**config.mk**
```make
export PLATFORM = sky130hd
export DESIGN_NAME = bfa_ctrl
export DESIGN_NICKNAME = d
export VERILOG_FILES = /design/src/hdl/bfa_pkg.sv /design/src/hdl/bfa_ctrl.sv
export SDC_FILE = /design/constraint.sdc
export NUM_CORES = 1
export LEC_CHECK = 0
export BUFFER_PORTS_ARGS = -buffer_cell sky130_fd_sc_hd__buf_2
export CORE_AREA = 3 3 40 42
export CTS_CLUSTER_SIZE = 14
export DETAILED_ROUTE_END_ITERATION = 10
export DIE_AREA = 0 0 43 45
export GPL_TIMING_DRIVEN = 0
export HOLD_SLACK_MARGIN = 0.08
export PLACE_DENSITY_LB_ADDON = 0.2
export SYNTH_ARGS = -nofsm -noshare
export SYNTH_HDL_FRONTEND = slang
export SYNTH_SLANG_ARGS = --single-unit
```
**constraint.sdc**
```tcl
create_clock -name clk -period 1.75 [get_ports clk]
set_input_delay 0.525 -clock clk [delete_from_list [all_inputs] [get_ports clk]]
set_output_delay 0.525 -clock clk [all_outputs]
set_load 0.05 [all_outputs]
```
**src/hdl/bfa_pkg.sv**
```systemverilog
package bfa_pkg;

	localparam int ROW_W  = 64;
	localparam int ROW_IW = 6;
	localparam int CNT_W  = 7;
	localparam int MAPB_W = 10;
	localparam int UNIT_W = 12;
	localparam int RUN_W  = 13;
	localparam int SROW_W = 8;
	localparam int IN_W   = 32;
	localparam int OUT_W  = 16;

	typedef enum logic [1:0] {
		KIND_READ  = 2'd0,
		KIND_WRITE = 2'd1,
		KIND_FIND  = 2'd2,
		KIND_CLEAR = 2'd3
	} kind_t;

	typedef enum logic [2:0] {
		ST_INIT,
		ST_IDLE,
		ST_CLEAR,
		ST_BIT_RD,
		ST_BIT_WB,
		ST_SCAN,
		ST_RESULT
	} state_t;

	typedef struct packed {
		logic latch;
		logic clr_step;
		logic bit_rd;
		logic bit_wb;
		logic scan_step;
		logic load_out;
	} cmd_t;

	typedef struct packed {
		logic clr_last;
		logic scan_end;
		logic out_free;
	} stat_t;

	// lowest set bit, ROW_W when none
	function automatic logic [CNT_W-1:0] first_one(input logic [ROW_W-1:0] v);
		logic [CNT_W-1:0] r;
		r = CNT_W'(ROW_W);
		for (int i = ROW_W - 1; i >= 0; i--) begin
			if (v[i]) r = CNT_W'(i);
		end
		return r;
	endfunction

	// highest set bit, ROW_W when none
	function automatic logic [CNT_W-1:0] last_one(input logic [ROW_W-1:0] v);
		logic [CNT_W-1:0] r;
		r = CNT_W'(ROW_W);
		for (int i = 0; i < ROW_W; i++) begin
			if (v[i]) r = CNT_W'(i);
		end
		return r;
	endfunction

	function automatic logic [2:0] msb_pos(input logic [CNT_W-1:0] v);
		logic [2:0] r;
		r = 3'd0;
		for (int i = 0; i < CNT_W; i++) begin
			if (v[i]) r = 3'(i);
		end
		return r;
	endfunction

endpackage

```
**src/hdl/bfa_ctrl.sv**
```systemverilog
module bfa_ctrl
	import bfa_pkg::*;
(
	input  logic  clk,
	input  logic  arst_n,
	input  logic  in_valid,
	output logic  in_ready,
	input  kind_t in_kind,
	input  stat_t stat,
	output cmd_t  cmd
);

	state_t state_q, state_d;

	always_ff @(posedge clk or negedge arst_n) begin
		if (!arst_n) begin
			state_q <= ST_INIT;
		end else begin
			state_q <= state_d;
		end
	end

	always_comb begin
		state_d = state_q;
		case (state_q)
			ST_INIT: begin
				if (stat.clr_last) state_d = ST_IDLE;
			end
			ST_IDLE: begin
				if (in_valid) begin
					case (in_kind)
						KIND_READ, KIND_WRITE: state_d = ST_BIT_RD;
						KIND_FIND:             state_d = ST_SCAN;
						default:               state_d = ST_CLEAR;
					endcase
				end
			end
			ST_CLEAR: begin
				if (stat.clr_last) state_d = ST_RESULT;
			end
			ST_BIT_RD: state_d = ST_BIT_WB;
			ST_BIT_WB: state_d = ST_RESULT;
			ST_SCAN: begin
				if (stat.scan_end) state_d = ST_RESULT;
			end
			ST_RESULT: begin
				if (stat.out_free) state_d = ST_IDLE;
			end
			default: state_d = ST_INIT;
		endcase
	end

	always_comb begin
		in_ready      = (state_q == ST_IDLE);
		cmd           = '0;
		cmd.latch     = (state_q == ST_IDLE) && in_valid;
		cmd.clr_step  = (state_q == ST_INIT) || (state_q == ST_CLEAR);
		cmd.bit_rd    = (state_q == ST_BIT_RD);
		cmd.bit_wb    = (state_q == ST_BIT_WB);
		cmd.scan_step = (state_q == ST_SCAN);
		cmd.load_out  = (state_q == ST_RESULT) && stat.out_free;
	end

`ifndef SYNTH
	a_init_once: assert property (@(posedge clk) disable iff (!arst_n)
		(state_q != ST_INIT) |=> (state_q != ST_INIT))
		else $error("sweep after reset entered again");

	a_leave_idle: assert property (@(posedge clk) disable iff (!arst_n)
		cmd.latch |=> (state_q != ST_IDLE))
		else $error("accepted word left controller idle");

	a_hold_result: assert property (@(posedge clk) disable iff (!arst_n)
		(state_q == ST_RESULT && !stat.out_free) |=> (state_q == ST_RESULT))
		else $error("result dropped while output busy");
`endif

endmodule

```
==> qor.yml <==
outcome: "completed"
drive_gt1_share_pct: 61.82
synth_seq_cells: 3
yosysSeqAreaShare_pct: 24.69
timing.fmax_mhz: 574.9
irDropWorstVdd_mv: 0.6565
yosys.cell_types.count: 24
crit_fanout: 9
ios: 15
drt_iter0_markers: 1
p_per_area_nw_per_um2: 2172
initial_core_util_pct: 23.66
crit_slowest_cell: "dfrtp_1"
fp.dieW_um: 43
top_register: "state_q"
end_kind: "output pin"
ant_nets: 0
reg2reg_from: "state_q[1]"
cts_tree: "built"
yosys-top-cells-count: "nor2_1 (4), dfrtp_1 (3), nor3_1 (3)"
fin_worst_skew_ps: 1.543
clk_pin_slew_ps: 30
vias: 310
yosysWarnings: 0
path_buf_inv: 2
path_cells: "buf_6 -> nor2b_4 -> and3_4 -> buf_8"
grt_max_degree: 11
synth_cells: 33
max_cap_violations: 0
worstHoldPathType: "in -> async"
wl_per_cell_um: 10.14
num-nets-final: 64
multi_input_area_um2: 227.7
netlist_area_um2: 304.0
drt-pass1-iter-count: 2
overflow: 0
antenna_found_initial: 0
track_usage_pct: 7.840
avgSynthCellArea_um2: 9.213
yosys_most_used_dff: "dfrtp_1"
num_rows: 13
cts_buffers: 3
clk_path_buf_depth: 2
cp.required_ps: 1220
die_h_um: 45
grt_first_pass_wirelength_um: 1152
portBuffers: 14
gp_congestion: 0.7144
die_area_um2: 1935
period_needed_ps: 1739
path_class: "reg -> out"
critPathLaunchType: "register"
insertedDiodeCount: 0
period_share_pct: 99.39
rr_endpoint: "state_q[0]"
clockRootBuffer: "clkbuf_4"
core_um2: 1285
final_util_pct: 40.31
p_leak_nw: 0.2380
largest_register_ff_count: 3
largestRegisters: "state_q: 3 flops"
dpl.hpwl_um: 531.6
worst_ep_arrival_time_ps: 1210
synth_top_cells_by_area: "dfrtp_1 (25%), a31oi_4 (7.0%), o31ai_4 (7.0%)"
r2r_slack_ps: 310
totalPowerFinal_mw: 1.125
wl_um: 710
worstMarginPinSlew_ps: 327.6
hold_violations: 0
synthArstFlopShare_pct: 100.0
n_fill_cell: 136
route.detailed.drc: 0
synth-edff-count: 0
h-tree-depth: 1
setup_viol_count_final: 0
grt_setup_unrepaired: "true"
seqCellArea_um2: 76.32
synth.most_common_cell: "nor2_1"
first_global_vias: 308
yosysTopAreaCell: "dfrtp_1"
syn2layout_area_growth_pct: 70.37
insertion_delay_ps: 230
crit_family: "flip-flops"
slew_viol_final: 0
synth_top_cell_area_share_pct: 24.69
reg2regPathDepth: 5
clock-sinks: 3
synth_nets: 41
cpPeakStageDelay_ps: 380
vias_per_cell: 4.429
slew_headroom_pct: 77.99
[worst register-to-register path, cell delays in order (launching register included)]
cell	delay, ps
dfrtp_2	430
buf_4	160
nor2_1	220
a31oi_4	140
nand2b_4	90
mux2_4	290
[kinds of logic after synthesis]
group / share of synthesized area, %
AOI/OAI and AO/OA: 27.16
buffers and inverters: 8.640
DFF: 24.69
muxes: 4.937
and+or+nand+nor: 34.57
[cells in the final DEF (no fill, tap or decap), drive strengths merged, types with 2 or more instances in the layout]
master,Yosys,layout
and3,2,2
nand2,2,2
nor2,4,4
o31ai,2,2
nand2b,3,3
clkbuf,0,4
nor3,3,3
dfrtp,3,3
inv,2,2
buf,2,19
o21ai,2,2
[cell type report]
cell class / instances / share of cell area, %
sequential: 3 / 14.73
tap: 15 / 3.623
inverter: 2 / 1.932
buffer: 2 / 4.348
timing repair buffer: 18 / 26.33
multi-input combinational: 26 / 43.96
clock buffer: 4 / 5.072
[per-layer routing]
metal  global-route usage, %  wire length (µm)  share of wire, %  up-vias
li1                        -                 -                 -      162
met1                   9.201               318                45      140
met2                   13.17               359                51        8
met3                   1.195                31               4.4        0
met4                   5.422                 0                 0        0
met5                       0                 0                 0        -
[worst max path at each step]
stage,startpoint,cells after the start,endpoint
after floorplan,state_q[1],2,cmd[1]
after global placement,state_q[1],3,cmd[5]
after detailed placement,state_q[1],3,cmd[5]
after CTS,state_q[0],4,cmd[0]
after global routing,state_q[0],4,cmd[0]
final,state_q[0],4,cmd[0]
[through the flow]
stage | area, µm² | cells | hold slack [ps] | worst slack, ps | setup TNS, ps
after floorplan | 314.1 | 33 | 229.4 | -102.3 | -268.0
after global placement | 402.9 | 62 | 321.0 | 113.2 | 0
after detailed placement | 402.9 | 62 | 321.0 | 117.7 | 0
after CTS | 484.2 | 68 | 588.4 | 7.123 | 0
after global routing | 518.0 | 70 | 631.1 | -39.61 | -39.61
final | 518.0 | 70 | 621.3 | 10.68 | 0
[where the power goes]
part	leakage [nW]	switching [mW]	internal, mW
registers	0.0349	0.0340	0.110
logic	0.188	0.490	0.374
clock network	0.0150	0.0314	0.0851
[what timing repair did]
action / CTS / global route
endpoints found under the setup margin: 6 / 6
resized for setup: 12 / 5
endpoints found under the hold margin: 3 / 0
hold buffers: 1 / 0
pin swaps: 0 / 1
buffers inserted: 1 / 2
gates cloned: 0 / 0
(Power assumes the default switching activity.)
